==> config.mk <==
export PLATFORM = sky130hd
export DESIGN_NAME = i2c_master_byte_engine
export DESIGN_NICKNAME = d
export VERILOG_FILES = /design/src/sv/i2cm_pkg.sv /design/src/sv/i2cm_front.sv /design/src/sv/i2cm_queue.sv /design/src/sv/i2cm_back.sv /design/src/sv/i2c_master_byte_engine.sv
export VERILOG_INCLUDE_DIRS = /design/src /design/src/sv
export SDC_FILE = /design/constraint.sdc
export NUM_CORES = 1
export LEC_CHECK = 0
export BUFFER_PORTS_ARGS = -buffer_cell sky130_fd_sc_hd__buf_4
export CAP_MARGIN = 20
export CORE_ASPECT_RATIO = 1.2
export CORE_MARGIN = 5
export CORE_UTILIZATION = 39
export DETAILED_ROUTE_END_ITERATION = 12
export GPL_TIMING_DRIVEN = 1
export PLACE_DENSITY = 0.65
export SETUP_SLACK_MARGIN = 0.1
export SYNTH_ARGS = -nofsm -noshare
export SYNTH_HDL_FRONTEND = slang
export SYNTH_SLANG_ARGS = --single-unit
==> constraint.sdc <==
create_clock -name clk -period 4.1 [get_ports clk]
set_input_delay 0.205 -clock clk [delete_from_list [all_inputs] [get_ports clk]]
set_output_delay 0.205 -clock clk [all_outputs]
set_load 0.03 [all_outputs]
==> src/sv/i2c_master_byte_engine_assert.svh <==
// assertion macros shared by the i2c master byte engine
`ifndef I2C_MASTER_BYTE_ENGINE_ASSERT_SVH
`define I2C_MASTER_BYTE_ENGINE_ASSERT_SVH

// same-cycle implication, checked outside reset
`define I2CM_ASSERT_NOW(lbl, ante, cons, msg) \
  lbl: assert property (@(posedge clk) disable iff (!rst_n) (ante) |-> (cons)) \
    else $error(msg);

// next-cycle implication, checked outside reset
`define I2CM_ASSERT_NEXT(lbl, ante, cons, msg) \
  lbl: assert property (@(posedge clk) disable iff (!rst_n) (ante) |=> (cons)) \
    else $error(msg);

`endif

==> src/sv/i2cm_pkg.sv <==
`default_nettype none

package i2cm_pkg;

  // configuration register indexes
  localparam logic [1:0] CfgHalfPeriod = 2'd0;
  localparam logic [1:0] CfgPollLimit  = 2'd1;

  // register reset values
  localparam logic [15:0] HalfPeriodRst = 16'd100;
  localparam logic [7:0]  PollLimitRst  = 8'd10;

  // bits per byte on the bus
  localparam logic [3:0] BitsPerByte = 4'd8;

  // command codes on the input side
  localparam logic [1:0] CmdStart = 2'd0;
  localparam logic [1:0] CmdWrite = 2'd1;
  localparam logic [1:0] CmdRead  = 2'd2;
  localparam logic [1:0] CmdStop  = 2'd3;

  // decoded command, at most one bit set
  typedef struct packed {
    logic is_start;
    logic is_write;
    logic is_read;
    logic is_stop;
  } cmd_kind_t;

  // one classified tick as it sits in the queue
  typedef struct packed {
    cmd_kind_t  kind;
    logic [7:0] tx_byte;
    logic       send_ack;
    logic       stop_after;
    logic       sda_in;
  } item_t;

  // queue status towards the top level
  typedef struct packed {
    logic full;
    logic empty;
  } q_stat_t;

  // bus phases
  typedef enum logic [15:0] {
    PH_IDLE    = 16'h0001,
    PH_S_PREP  = 16'h0002,
    PH_S_HIGH  = 16'h0004,
    PH_S_FALL  = 16'h0008,
    PH_W_LOW   = 16'h0010,
    PH_W_HIGH  = 16'h0020,
    PH_WA_LOW  = 16'h0040,
    PH_WA_POLL = 16'h0080,
    PH_WA_HOLD = 16'h0100,
    PH_R_LOW   = 16'h0200,
    PH_R_HIGH  = 16'h0400,
    PH_RA_LOW  = 16'h0800,
    PH_RA_HIGH = 16'h1000,
    PH_P_LOW   = 16'h2000,
    PH_P_HIGH  = 16'h4000,
    PH_P_REL   = 16'h8000
  } phase_t;

endpackage

`default_nettype wire

==> src/sv/i2cm_front.sv <==
`default_nettype none

module i2cm_front
  import i2cm_pkg::*;
(
  input  wire logic       cmd_valid,
  input  wire logic [1:0] cmd,
  input  wire logic [7:0] tx_byte,
  input  wire logic       send_ack,
  input  wire logic       stop_after,
  input  wire logic       sda_in,
  output item_t           item
);

  // decode the command into one flag per kind
  always_comb begin
    item.kind = '0;
    if (cmd_valid) begin
      case (cmd)
        CmdStart: item.kind.is_start = 1'b1;
        CmdWrite: item.kind.is_write = 1'b1;
        CmdRead:  item.kind.is_read  = 1'b1;
        CmdStop:  item.kind.is_stop  = 1'b1;
        default:  item.kind = '0;
      endcase
    end
    item.tx_byte    = tx_byte;
    item.send_ack   = send_ack;
    // stop_after only matters for byte transfers
    item.stop_after = stop_after & (item.kind.is_write | item.kind.is_read);
    item.sda_in     = sda_in;
  end

endmodule

`default_nettype wire

==> src/sv/i2cm_queue.sv <==
`default_nettype none

module i2cm_queue
  import i2cm_pkg::*;
(
  input  wire logic  clk,
  input  wire logic  rst_n,
  input  wire logic  push,
  input  wire item_t push_item,
  input  wire logic  pop,
  output item_t      pop_item,
  output q_stat_t    stat
);

  item_t      slot_r [2];
  logic       wr_ptr_r, wr_ptr_nxt;
  logic       rd_ptr_r, rd_ptr_nxt;
  logic [1:0] count_r,  count_nxt;

  // pointer and fill count
  always_comb begin
    wr_ptr_nxt = wr_ptr_r ^ push;
    rd_ptr_nxt = rd_ptr_r ^ pop;
    count_nxt  = count_r + {1'b0, push} - {1'b0, pop};
  end

  always_ff @(posedge clk) begin
    if (!rst_n) begin
      wr_ptr_r <= 1'b0;
      rd_ptr_r <= 1'b0;
      count_r  <= 2'd0;
    end else begin
      wr_ptr_r <= wr_ptr_nxt;
      rd_ptr_r <= rd_ptr_nxt;
      count_r  <= count_nxt;
    end
  end

  // two payload slots
  always_ff @(posedge clk) begin
    if (push) begin
      slot_r[wr_ptr_r] <= push_item;
    end
  end

  assign pop_item   = slot_r[rd_ptr_r];
  assign stat.full  = count_r[1];
  assign stat.empty = (count_r == 2'd0);

endmodule

`default_nettype wire

==> src/sv/i2cm_back.sv <==
`default_nettype none

module i2cm_back
  import i2cm_pkg::*;
(
  input  wire logic        clk,
  input  wire logic        rst_n,
  input  wire logic [15:0] half_period,
  input  wire logic [7:0]  poll_limit,
  input  wire logic        avail,
  input  wire item_t       item,
  output logic             take,
  output logic             out_valid,
  input  wire logic        out_ready,
  output logic [15:0]      out_data
);

  phase_t      ph_r,      ph_nxt;
  logic [3:0]  bit_r,     bit_nxt;
  logic [7:0]  shift_r,   shift_nxt;
  logic [15:0] tick_r,    tick_nxt;
  logic [7:0]  poll_r,    poll_nxt;
  logic        scl_r,     scl_nxt;
  logic        sda_r,     sda_nxt;
  logic        pend_r,    pend_nxt;
  logic        ack_r,     ack_nxt;
  logic [7:0]  rx_r,      rx_nxt;
  logic        status_r,  status_nxt;
  logic        ovalid_r,  ovalid_nxt;
  logic [15:0] odata_r;

  logic        ent;
  phase_t      ent_ph;
  logic        done;
  logic [15:0] half;
  logic [16:0] tick_inc;

  // a zero half period behaves as one tick
  assign half     = (half_period == 16'd0) ? 16'd1 : half_period;
  assign tick_inc = {1'b0, tick_r} + 17'd1;

  // one beat is executed whenever the queue holds one and the output stage can take its result
  assign take = avail & (~ovalid_r | out_ready);

  // bus sequencer, one base tick per beat
  always_comb begin
    ph_nxt     = ph_r;
    bit_nxt    = bit_r;
    shift_nxt  = shift_r;
    tick_nxt   = tick_r;
    poll_nxt   = poll_r;
    scl_nxt    = scl_r;
    sda_nxt    = sda_r;
    pend_nxt   = pend_r;
    ack_nxt    = ack_r;
    rx_nxt     = rx_r;
    status_nxt = status_r;
    ent        = 1'b0;
    ent_ph     = ph_r;
    done       = 1'b0;

    if (ph_r == PH_IDLE) begin
      // new command only looked at while idle
      if (item.kind != '0) begin
        status_nxt = 1'b0;
        bit_nxt    = 4'd0;
        poll_nxt   = 8'd0;
        pend_nxt   = item.stop_after;
        ack_nxt    = item.send_ack;
        ent        = 1'b1;
        if (item.kind.is_start) begin
          ent_ph = PH_S_PREP;
        end else if (item.kind.is_write) begin
          shift_nxt = item.tx_byte;
          ent_ph    = PH_W_LOW;
        end else if (item.kind.is_read) begin
          shift_nxt = 8'd0;
          ent_ph    = PH_R_LOW;
        end else begin
          ent_ph = PH_P_LOW;
        end
      end
    end else if (ph_r == PH_WA_POLL) begin
      // ack poll, one sample per tick
      if (!item.sda_in) begin
        ent    = 1'b1;
        ent_ph = PH_WA_HOLD;
      end else if (poll_r >= poll_limit) begin
        status_nxt = 1'b1;
        ent        = 1'b1;
        ent_ph     = PH_P_LOW;
      end else begin
        poll_nxt = poll_r + 8'd1;
      end
    end else if (tick_inc >= {1'b0, half}) begin
      // end of a timed phase
      case (ph_r)
        PH_S_PREP: begin ent = 1'b1; ent_ph = PH_S_HIGH; end
        PH_S_HIGH: begin ent = 1'b1; ent_ph = PH_S_FALL; end
        PH_S_FALL: begin
          scl_nxt = 1'b0;
          ph_nxt  = PH_IDLE;
          done    = 1'b1;
        end
        PH_W_LOW: begin ent = 1'b1; ent_ph = PH_W_HIGH; end
        PH_W_HIGH: begin
          shift_nxt = {shift_r[6:0], 1'b0};
          bit_nxt   = bit_r + 4'd1;
          ent       = 1'b1;
          ent_ph    = (bit_nxt >= BitsPerByte) ? PH_WA_LOW : PH_W_LOW;
        end
        PH_WA_LOW: begin ent = 1'b1; ent_ph = PH_WA_POLL; end
        PH_R_LOW:  begin ent = 1'b1; ent_ph = PH_R_HIGH; end
        PH_R_HIGH: begin
          shift_nxt = {shift_r[6:0], item.sda_in};
          bit_nxt   = bit_r + 4'd1;
          ent       = 1'b1;
          if (bit_nxt >= BitsPerByte) begin
            rx_nxt = shift_nxt;
            ent_ph = PH_RA_LOW;
          end else begin
            ent_ph = PH_R_LOW;
          end
        end
        PH_RA_LOW: begin ent = 1'b1; ent_ph = PH_RA_HIGH; end
        PH_WA_HOLD, PH_RA_HIGH: begin
          // byte finished: clamp scl, then stop or complete
          scl_nxt = 1'b0;
          if (pend_r) begin
            ent    = 1'b1;
            ent_ph = PH_P_LOW;
          end else begin
            ph_nxt = PH_IDLE;
            done   = 1'b1;
          end
        end
        PH_P_LOW:  begin ent = 1'b1; ent_ph = PH_P_HIGH; end
        PH_P_HIGH: begin ent = 1'b1; ent_ph = PH_P_REL; end
        PH_P_REL: begin
          ph_nxt = PH_IDLE;
          done   = 1'b1;
        end
        default: ph_nxt = PH_IDLE;
      endcase
    end else begin
      tick_nxt = tick_inc[15:0];
    end

    // entering a phase sets the bus levels and restarts the divider
    if (ent) begin
      ph_nxt   = ent_ph;
      tick_nxt = 16'd0;
      case (ent_ph)
        PH_S_PREP:  begin scl_nxt = 1'b0; sda_nxt = 1'b1; end
        PH_S_HIGH:  begin scl_nxt = 1'b1; sda_nxt = 1'b1; end
        PH_S_FALL:  begin scl_nxt = 1'b1; sda_nxt = 1'b0; end
        PH_W_LOW:   begin scl_nxt = 1'b0; sda_nxt = shift_nxt[7]; end
        PH_W_HIGH:  scl_nxt = 1'b1;
        PH_WA_LOW:  begin scl_nxt = 1'b0; sda_nxt = 1'b1; end
        PH_WA_POLL: begin scl_nxt = 1'b1; sda_nxt = 1'b1; poll_nxt = 8'd0; end
        PH_WA_HOLD: scl_nxt = 1'b1;
        PH_R_LOW:   begin scl_nxt = 1'b0; sda_nxt = 1'b1; end
        PH_R_HIGH:  scl_nxt = 1'b1;
        PH_RA_LOW:  begin scl_nxt = 1'b0; sda_nxt = ~ack_nxt; end
        PH_RA_HIGH: scl_nxt = 1'b1;
        PH_P_LOW:   begin scl_nxt = 1'b0; sda_nxt = 1'b0; end
        PH_P_HIGH:  begin scl_nxt = 1'b1; sda_nxt = 1'b0; end
        PH_P_REL:   begin scl_nxt = 1'b1; sda_nxt = 1'b1; end
        default:    scl_nxt = scl_r;
      endcase
    end
  end

  // output stage valid
  always_comb begin
    ovalid_nxt = ovalid_r;
    if (take) begin
      ovalid_nxt = 1'b1;
    end else if (out_ready) begin
      ovalid_nxt = 1'b0;
    end
  end

  // engine state, advanced on each executed beat
  always_ff @(posedge clk) begin
    if (!rst_n) begin
      ph_r     <= PH_IDLE;
      bit_r    <= 4'd0;
      shift_r  <= 8'd0;
      tick_r   <= 16'd0;
      poll_r   <= 8'd0;
      scl_r    <= 1'b1;
      sda_r    <= 1'b1;
      pend_r   <= 1'b0;
      ack_r    <= 1'b0;
      rx_r     <= 8'd0;
      status_r <= 1'b0;
      ovalid_r <= 1'b0;
    end else begin
      ovalid_r <= ovalid_nxt;
      if (take) begin
        ph_r     <= ph_nxt;
        bit_r    <= bit_nxt;
        shift_r  <= shift_nxt;
        tick_r   <= tick_nxt;
        poll_r   <= poll_nxt;
        scl_r    <= scl_nxt;
        sda_r    <= sda_nxt;
        pend_r   <= pend_nxt;
        ack_r    <= ack_nxt;
        rx_r     <= rx_nxt;
        status_r <= status_nxt;
      end
    end
  end

  // result register
  always_ff @(posedge clk) begin
    if (take) begin
      odata_r <= {3'd0, status_nxt, rx_nxt, done, (ph_nxt != PH_IDLE), sda_nxt, scl_nxt};
    end
  end

  assign out_valid = ovalid_r;
  assign out_data  = odata_r;

endmodule

`default_nettype wire

==> src/sv/i2c_master_byte_engine.sv <==
// channel  dir  handshake              payload
// in_      in   in_tvalid/in_tready    tuser: cmd_valid, cmd; tdata: tx_byte, send_ack,
//                                      stop_after, sda_in
// out_     out  out_tvalid/out_tready  tdata: scl_out, sda_out, busy_res, done_res,
//                                      rx_byte, status
// cfg_     in   cfg_valid/cfg_ready    cfg_index, cfg_data
//
// one beat in, one beat out; a beat sustains one per cycle when out_tready is high
// each beat is held in the two-entry queue, then registered in the sequencer result register
// synchronous active-low reset; registers return to 100 and 10, bus lines released
// in_tready falls only when the queue is full behind a stalled output
// cfg_ready is always high; writes to indexes beyond the list are dropped
`default_nettype none

module i2c_master_byte_engine
  import i2cm_pkg::*;
(
  input  wire logic        clk,
  input  wire logic        rst_n,
  input  wire logic        in_tvalid,
  output logic             in_tready,
  input  wire logic [15:0] in_tdata,   // tx_byte[7:0], send_ack, stop_after, sda_in, zeros
  input  wire logic [2:0]  in_tuser,   // cmd_valid, cmd[1:0]
  output logic             out_tvalid,
  input  wire logic        out_tready,
  output logic [15:0]      out_tdata,  // scl_out, sda_out, busy_res, done_res, rx_byte[7:0],
                                       // status, zeros
  input  wire logic        cfg_valid,
  output logic             cfg_ready,
  input  wire logic [1:0]  cfg_index,
  input  wire logic [15:0] cfg_data
);

`include "i2c_master_byte_engine_assert.svh"

  logic [15:0] half_r;
  logic [7:0]  limit_r;
  item_t       in_item;
  item_t       q_item;
  q_stat_t     q_stat;
  logic        push;
  logic        pop;

  // configuration registers
  assign cfg_ready = 1'b1;

  always_ff @(posedge clk) begin
    if (!rst_n) begin
      half_r  <= HalfPeriodRst;
      limit_r <= PollLimitRst;
    end else if (cfg_valid && cfg_ready) begin
      case (cfg_index)
        CfgHalfPeriod: half_r  <= cfg_data;
        CfgPollLimit:  limit_r <= cfg_data[7:0];
        default:       half_r  <= half_r;
      endcase
    end
  end

  // front: classify the incoming beat
  i2cm_front u_front (
    .cmd_valid  (in_tuser[0]),
    .cmd        (in_tuser[2:1]),
    .tx_byte    (in_tdata[7:0]),
    .send_ack   (in_tdata[8]),
    .stop_after (in_tdata[9]),
    .sda_in     (in_tdata[10]),
    .item       (in_item)
  );

  assign in_tready = ~q_stat.full;
  assign push      = in_tvalid & in_tready;

  // queue between front and back
  i2cm_queue u_queue (
    .clk       (clk),
    .rst_n     (rst_n),
    .push      (push),
    .push_item (in_item),
    .pop       (pop),
    .pop_item  (q_item),
    .stat      (q_stat)
  );

  // back: bus sequencer and result register
  i2cm_back u_back (
    .clk         (clk),
    .rst_n       (rst_n),
    .half_period (half_r),
    .poll_limit  (limit_r),
    .avail       (~q_stat.empty),
    .item        (q_item),
    .take        (pop),
    .out_valid   (out_tvalid),
    .out_ready   (out_tready),
    .out_data    (out_tdata)
  );

  // checks
  `I2CM_ASSERT_NOW(a_q_full_empty, q_stat.full, !q_stat.empty, "queue full and empty")
  `I2CM_ASSERT_NOW(a_pop_nonempty, pop, !q_stat.empty, "pop from empty queue")
  `I2CM_ASSERT_NOW(a_done_not_busy, out_tvalid && out_tdata[3], !out_tdata[2],
                   "done while still busy")
  `I2CM_ASSERT_NEXT(a_pop_gives_out, pop, out_tvalid, "executed beat gave no result")

endmodule

`default_nettype wire

Word-level counts from Yosys, hierarchy flattened
Memories as Yosys holds them, arrays and structs flattened. A register that Yosys moved wholly into a read port is not among the register bits.
Index checks and enable logic that the tools add are counted.
Storage, ports and cells
  register bits: 107
  output and inout port bits: 19
  memories kept: 1
  word-level logic and storage cells: 193
  memory bits (writable): 30
Operators by class
  order comparisons: 3
  bitwise logic cells: 12
  muxes and demuxes: 84
  equality and inequality tests: 43
  reductions and logical operators: 25
  add/sub/neg operators: 5
Memories
  u_queue.slot_r: words 2, width 15, rd ports 1, clocked after memory_dff 1, wr ports 1, line i2cm_queue.sv:15  | item_t slot_r [2];
Operator list (number)
  $mux W16: 19
  $pmux W16 S11: 1
  $mux W8: 19
  $eq A16 B10 Y1 const B: 2
  $eq A16 B11 Y1 const B: 2
  $eq A16 B12 Y1 const B: 2
  $eq A16 B13 Y1 const B: 2
  $eq A16 B14 Y1 const B: 2
  $eq A16 B15 Y1 const B: 2
  $eq A16 B16 Y1 const B: 2
  $eq A16 B2 Y1 const B: 2
  $eq A16 B3 Y1 const B: 2
  $eq A16 B4 Y1 const B: 2
  $eq A16 B5 Y1 const B: 2
  $eq A16 B6 Y1 const B: 2
  $eq A16 B7 Y1 const B: 2
  $eq A16 B8 Y1 const B: 2
  $eq A16 B9 Y1 const B: 2
  $pmux W16 S2: 1
  $mux W1: 30
  $mux W4: 6
  $add A16 B1 Y17 const B: 1
  $ge A17 B16 Y1: 1
  $eq A16 B1 Y1 const B: 1
  other kinds (37): 63

Longest topological paths before layout
Gate-level depths: netlist of the first run.
  depth in word-level cells: 11
  depth in mapped cells: 20
  mapped depth without buffers: 18

Cells and area by module
From an unflattened synthesis of the first run, not the netlist that was laid out.
Unflattened totals
  cell total of the unflattened synthesis: 926
  area, all modules: 8277.9 µm²
Modules (own cells, without submodules)
  i2cm_back: area an instance 5765.5 µm², seq. area each 1711.6 µm², times used 1, cells an instance 733
  i2cm_queue: area an instance 1373.8 µm², seq. area each 1001.0 µm², times used 1, cells an instance 68
  i2c_master_byte_engine: area an instance 1016.0 µm², seq. area each 480.5 µm², times used 1, cells an instance 108
  i2cm_front: area an instance 122.6 µm², seq. area each 0.0 µm², times used 1, cells an instance 17

Worst setup path before layout of the first run
No wires, ideal clock.
  path kind: reg-to-reg
  start point: register u_back.tick_r[0]
  end point: register u_back.odata_r[1], in the netlist u_back.out_data[1] (data pin)
  arrival: 4196 ps
  path slack: -366 ps
  cell stages (with the launch flop): 18
  path buffers: 1
  cell sequence: dfxtp_1 > ha_1 > nand4_1 > nor3_1 > nand4_1 > xnor2_1 > ha_1 > a21oi_1 > o211ai_1 > and4_1 > nor3_1 > clkbuf_1 > o221ai_1 > nand2_1 > xor2_1 > or4_1 > a31oi_1 > o22ai_1
Between the ends
  cells in the longest elaborated chain, start to end: 9
  elaborated cells between the ends (all ways): 26
Ends and longest elaborated chain
  from (decl): line i2cm_back.sv:21  | logic [15:0] tick_r, tick_nxt;
  from (signal assigned): line i2cm_back.sv:205  | tick_r <= tick_nxt;
  $add A16 B1 Y17 *: line i2cm_back.sv:40  | assign tick_inc = {1'b0, tick_r} + 17'd1;
  $ge A17 B16 Y1 *: line i2cm_back.sv:95  | end else if (tick_inc >= {1'b0, half}) begin
  $mux W16: line i2cm_back.sv:95
  $mux W16: line i2cm_back.sv:83  | end else if (ph_r == PH_WA_POLL) begin
  $mux W16: line i2cm_back.sv:62  | if (ph_r == PH_IDLE) begin
  $eq A16 B2 Y1, or another cell as far along: line i2cm_back.sv:153  | case (ent_ph)
  $reduce_or A6 Y1 (no source line) / $reduce_or A3 Y1 (equally long branches)
  $pmux W1 S4: line i2cm_back.sv:153
  $mux W1 *: line i2cm_back.sv:150  | if (ent) begin
  net u_back.sda_nxt: line i2cm_back.sv:24  | logic sda_r, sda_nxt;
  to (signal assigned): line i2cm_back.sv:220  | odata_r <= {3'd0, status_nxt, rx_nxt, done, (ph_nxt != PH_IDLE), sda_nxt, scl_nxt};
  to (decl): line i2cm_back.sv:30  | logic [15:0] odata_r;
Mark *: on every way through the listed nets, which the timed path passes. The rest lies on a longest branch. The select of a mux whose other input is x is not followed.
A chain may end at the register's enable or synchronous reset.

Worst setup path in the final report of the first run
  start point: register u_back.tick_r[1]
  end point: register u_back.odata_r[1], in the netlist u_back.out_data[1] (data pin)
Same word-level chain as after synthesis.

==> qor.yml, run 1 <==
outcome: "complete, but fails checks"
violations: "setup timing"
ys_types: 92
relSlewSlack_pct: 31.2
hpwl_um: 17300
firstDrtPassIters: 5
fin_skew_ns: 0.0139
final_hold_viol_count: 0
yosys-top-cells-count: "104 x nand2_1, 95 x dfxtp_1, 79 x nor2_1, 43 x edfxtp_1, 42 x a21oi_1"
worstPathMaxFanout: 5
whs_ns: 0.0200
crit_path_end_kind: "flop"
arrival_ns: 4.43
grt_pass1_vias: 7407
final_layout_size_suffix_gt1_share_pct: 25.6
yosysSeqAreaShare_pct: 38.4
syn_inst: 932
core.rowCount: 58
ys_ff_latch: 138
numClockSinks: 138
viasPerCell: 5.62
insertedDiodeCount: 0
cts_root_buffer: "clkbuf_16"
synth_edf_count: 43
min_period_over_period_pct: 104
gr-total-overflow: 0
worstHoldPathType: "primary input to flop"
timing.fmax_ghz: 0.235
coreArea_mm2: 0.0210
cts_buffers: 17
async_flop_share_pct: 0
drt-initial-drc-count: 616
track_usage_pct: 19.9
cts.path.max_buffers: 2
place_ws_ns: -0.175
power_density_mw_per_mm2: 603
critPathLaunch: "u_back.tick_r[1]"
reg2reg_slack_ns: -0.16
r2r_start: "u_back.tick_r[1]"
rsz0062_at_grt: "yes"
p_leak_nw: 4.31
clock_latency_ns: 0.43
syn_area_mm2: 0.00831
multi_input_area_mm2: 0.00490
wire_per_inst_um: 17.7
cts_tree: "built"
ios: 61
cp.required_ns: 4.28
initial_core_util_pct: 39.6
synth_ff_type: "dfxtp_1"
nFillCells: 1916
place_congestion: 1.00
min_period_ns: 4.26
ir_drop_mv: 0.473
areaGrowthSynthToFinish_pct: 28.0
synth_top_area_share_pct: 22.9
yosys-top-cells-area: "dfxtp_1 23%, edfxtp_1 16%, nand2_1 4.7%, ha_1 4.7%, nor2_1 3.6%"
die_w_um: 143
ff_latch_area_mm2: 0.00320
dp.cells: 1308
h-tree-depth: 4
final_max_slew_viol_count: 0
yosys.area.top_type: "dfxtp_1"
grt_pass1_wl_um: 38800
antenna_found_initial: 0
critPathCapture: "u_back.out_data[1]"
drtAntennaViolNets: 0
route.detailed.drc: 0
setup_viol: 4
layout.nets: 1156
tightest_slew_ns: 1.02
die_area_mm2: 0.0243
max-cap-violations: 0
utilization_pct: 50.7
critPathKind: "flop to flop"
path_clk_slew_ns: 0.07
wl_um: 24100
io_buffers: 51
yosysMostFrequentCell: "nand2_1"
avgSynthCellArea_um2: 8.91
synth_warnings: 0
setup_ws_ns: -0.156
grt_start_max_net_pins: 96
fin_cells: 1366
r2r_end: "u_back.out_data[1]"
vias: 7671
critPathLaunchType: "flop"
reg2regPathDepth: 18
floorplan.die.height_um: 170
kinds of logic after synthesis:
group,count (synthesis),share of synthesized area [%]
compound gates,212,18.2
xor+xnor,28,2.95
fa+ha+maj,31,4.67
buf+inv,93,5.68
flops,138,38.4
mux,28,3.51
other cells,2,0.0904
simple gates,400,26.5
power breakdown:
part	internal [mW]	total, mW	switching, mW	leakage [nW]
sequential	1.69	1.82	0.128	1.18
combinational	1.29	3.06	1.76	2.84
clock	0.822	1.54	0.715	0.288
total	3.81	6.41	2.61	4.31
worst max-delay path: stages (launching register included):
cell and delay, ns:
dfxtp_4 0.36, ha_4 0.13, nand4_1 0.17, nor3_2 0.22
nand4_1 0.20, xnor2_2 0.20, ha_1 0.31, buf_6 0.13
a21oi_4 0.18, o211ai_1 0.12, nand4_1 0.18, buf_6 0.14
a32oi_2 0.08, or4b_4 0.58, buf_6 0.15, nor4b_4 0.38
nand4_1 0.17, a31oi_1 0.19, o22ai_1 0.10
final cells by class:
class,count,share of cell area [%]
Clock buffer,17,4.00
Clock inverter,15,1.66
Inverter,40,1.41
Multi-Input combinational cell,703,46.1
Sequential cell,138,30.1
Tap cell,270,3.18
Timing Repair Buffer,183,13.5
routing by layer:
layer  GRT usage, %  wire (um)  up-vias
met4           8.52        798        0
met2           32.4      11700      261
li1               -          -     3707
met1           26.2      10300     3650
met5              0          0        -
met3           3.29       1350       53
placed cells by master (no fill, tap or decap), types with 17 or more instances in the layout:
| cell | synthesis | routed |
|---|---|---|
| buf_4 | 9 | 166 |
| nor2_1 | 79 | 75 |
| mux2i_1 | 19 | 19 |
| o21ai_0 | 35 | 32 |
| nand2_1 | 104 | 104 |
| clkbuf_16 | 0 | 17 |
| nor4_1 | 21 | 20 |
| nand3_1 | 27 | 25 |
| edfxtp_1 | 43 | 43 |
| a21oi_1 | 42 | 38 |
| nor2b_1 | 39 | 39 |
| ha_1 | 31 | 30 |
| a21boi_0 | 27 | 27 |
| dfxtp_1 | 95 | 92 |
| inv_1 | 39 | 39 |
| nor3_1 | 22 | 19 |
per-stage QoR:
| step | TNS (ns) | cell area [um2] | total power, mW |
|---|---|---|---|
| 3_5_place_dp | -0.686 | 9590 | 4.68 |
| 5_1_grt | -1.27 | 10600 | 6.77 |
| 4_1_cts | -0.377 | 10500 | 6.28 |
| 2_1_floorplan | 0 | 8390 | 3.66 |
| 3_3_place_gp | -0.194 | 9590 | 4.63 |
| 6_report | -0.407 | 10600 | 6.41 |
registers in the layout (all words and copies together) (netlist names), 2 cells and up, named ones only:
signal           count
u_back.bit_r         4
u_back.ph_r         16
u_back.tick_r       16
u_back.out_data     13
u_queue.count_r      2
u_back.poll_r        8
limit_r              8
u_queue.slot_r      30
u_back.rx_r          8
u_back.shift_r       8
half_r              16
worst min path at each step:
stage	depth (start not counted)	from	to	slack (ns)
final	3	cfg_data[6]	half_r[6]	0.02
after global routing	3	cfg_data[5]	half_r[5]	0.02
after CTS	3	cfg_data[6]	half_r[6]	0.01
after detailed placement	1	in_tdata[7]	u_queue.slot_r[1][10]	0.39
after global placement	1	in_tdata[6]	u_queue.slot_r[0][9]	0.39
after floorplan	0	in_tdata[10]	u_queue.slot_r[0][0]	0.30
repair_timing:
item	in CTS	in global routing
gates resized for setup	20	23
setup endpoints to repair	5	40
pin swaps	21	23
hold buffers	10	0
endpoints found under the hold margin	20	0
cloned	0	1
buffers inserted	10	4
Note: power is estimated with default switching activity, not from simulation.
==> run 2, diff against run 1 <==
Settings changed: CTS_BUF_LIST set to sky130_fd_sc_hd__clkbuf_4, SKIP_CTS_REPAIR_TIMING set to 1.
==> run 2 against run 1 <==
  * The run still ends with setup timing left
  * Final cell count rose by 2.2%
  * Hold slack better by 0.11 ns
  * Worst setup slack worse by 0.16 ns
  * Clock power down 40%
  * Sequential share of layout area decreased by 0.28 points
  * Power is 7.5% lower
  * Global-route usage decreased by 0.51 points
  * Wire length increased by 0.39%
  * Largest cell class unchanged
  * Largest power group unchanged
==> qor.yml, run 2 (same netlist as run 1, synthesis figures left out) <==
fin_skew_ns: 0.0278
numClockSinks: 138
final_max_slew_viol_count: 0
final_common_cell: "buf_4"
ios: 61
cts_tree: "built"
min_period_ns: 4.41
track_usage_pct: 19.4
crit_path_end_kind: "flop"
die_w_um: 143
setup_ws_ns: -0.312
crit_chain: "ha_4, nand4_1, nor3_4, nand4_1, xnor2_2, ha_1, buf_6, a21oi_4, o211ai_1, nand4_1, buf_6, a32oi_2, or4b_4, buf_6, nor4b_4, nand4_1, a31oi_1, o22ai_1"
place_ws_ns: -0.175
cts_root_buffer: "clkbuf_4"
rsz0062_at_grt: "yes"
regMostFlops: "u_queue.slot_r"
gr-total-overflow: 0
hold_depth: 4
ir_drop_mv: 0.529
layout.nets: 1185
outcome: "complete, but fails checks"
whs_ns: 0.129
coreArea_mm2: 0.0210
tightest_slew_ns: 0.997
critPathKind: "flop to flop"
p_leak_nw: 4.34
floorplan.die.height_um: 170
largest_reg_flops: 30
antenna_found_initial: 1
grt_start_max_net_pins: 96
max_stage_delay_ns: 0.58
drtAntennaViolNets: 0
cts_buffers: 17
hpwl_um: 17300
die_area_mm2: 0.0243
cp_slowest_cell: "or4b_4"
viasPerCell: 5.55
setup_viol: 4
final_layout_size_suffix_gt1_share_pct: 26.8
firstDrtPassIters: 5
critPathLaunchType: "flop"
violations: "setup timing"
final_cell_mix: "157 x buf_4, 99 x nand2_1, 92 x dfxtp_1, 71 x nor2_1, 43 x edfxtp_1"
clock_latency_ns: 0.58
initial_core_util_pct: 39.6
min_period_over_period_pct: 108
core.rowCount: 58
nFillCells: 1914
cp_common_cell: "nand4_1"
cts.path.max_buffers: 2
relSlewSlack_pct: 32.7
final_hold_viol_count: 0
wire_per_inst_um: 17.3
utilization_pct: 51.2
tns_ns: -1.05
wl_um: 24200
areaGrowthSynthToFinish_pct: 29.2
arrival_ns: 4.75
worstPathMaxFanout: 5
max-cap-violations: 0
grt_pass1_wl_um: 37600
drt-initial-drc-count: 556
worstHoldPathType: "primary input to flop"
h-tree-depth: 4
route.detailed.drc: 0
cp.required_ns: 4.44
power_density_mw_per_mm2: 553
grt_pass1_vias: 7188
io_buffers: 51
vias: 7754
timing.fmax_ghz: 0.227
place_congestion: 1.00
reg2regPathDepth: 18
path_clk_slew_ns: 0.15
==> run 2: changes by cell type in the layout (fill, tap and decap cells not counted), sizes merged <==
cell / previous run / this run
diode: 0 / 1
buf: 172 / 175
dlygate4sd3: 10 / 37
clkdlybuf4s15: 1 / 0
==> run 2: final timing paths <==
| check | start | to | slack [ns] |
|---|---|---|---|
| setup / recovery | u_back.tick_r[0] | u_back.out_data[1] | -0.31 |
| hold reg to reg | u_back.ack_r | u_back.ack_r | 0.48 |
| setup reg to reg | u_back.tick_r[0] | u_back.out_data[1] | -0.31 |
| hold / removal | cfg_valid | half_r[15] | 0.13 |
==> run 2: worst max-delay path, delay by kind of cell (launching register included) <==
kind	cells	cell delay (ns)
and+or+nand+nor	7	2.00
adders and majority gates	2	0.42
AOI/OAI and AO/OA	5	0.68
xor gates and xnor gates	1	0.25
DFF	1	0.39
buffers and inverters	3	0.44
==> run 2: where the power goes <==
part	total [mW]	switching (mW)	internal, mW	leakage (nW)
Sequential	1.81	0.128	1.69	1.18
Clock	0.925	0.638	0.287	0.157
Combinational	3.19	1.82	1.37	3.00
==> run 2: per-stage QoR <==
stage | cell area, um2 | std cells | total power, mW
3_5_place_dp | 9590 | 1308 | 4.68
6_report | 10700 | 1396 | 5.93
5_1_grt | 10700 | 1396 | 6.29
3_3_place_gp | 9590 | 1308 | 4.63
4_1_cts | 9890 | 1340 | 5.62
2_1_floorplan | 8390 | 934 | 3.66
==> run 2: routing by layer <==
| layer | GRT usage (%) | share of wire (%) |
|---|---|---|
| met1 | 25.5 | 43 |
| met5 | 0 | 0 |
| met2 | 31.6 | 48 |
| met3 | 3.54 | 5.1 |
| met4 | 7.94 | 3.5 |
==> run 2: layout make-up <==
type / count / area, um2 / area share (%)
tap: 270 / 338 / 3.15
inverter: 40 / 150 / 1.40
sequential: 138 / 3200 / 29.8
clock buffer: 17 / 128 / 1.19
multi-input combinational: 703 / 4970 / 46.3
timing repair buffer: 212 / 1760 / 16.4
antenna: 1 / 2.50 / 0.0233
clock inverter: 15 / 176 / 1.64
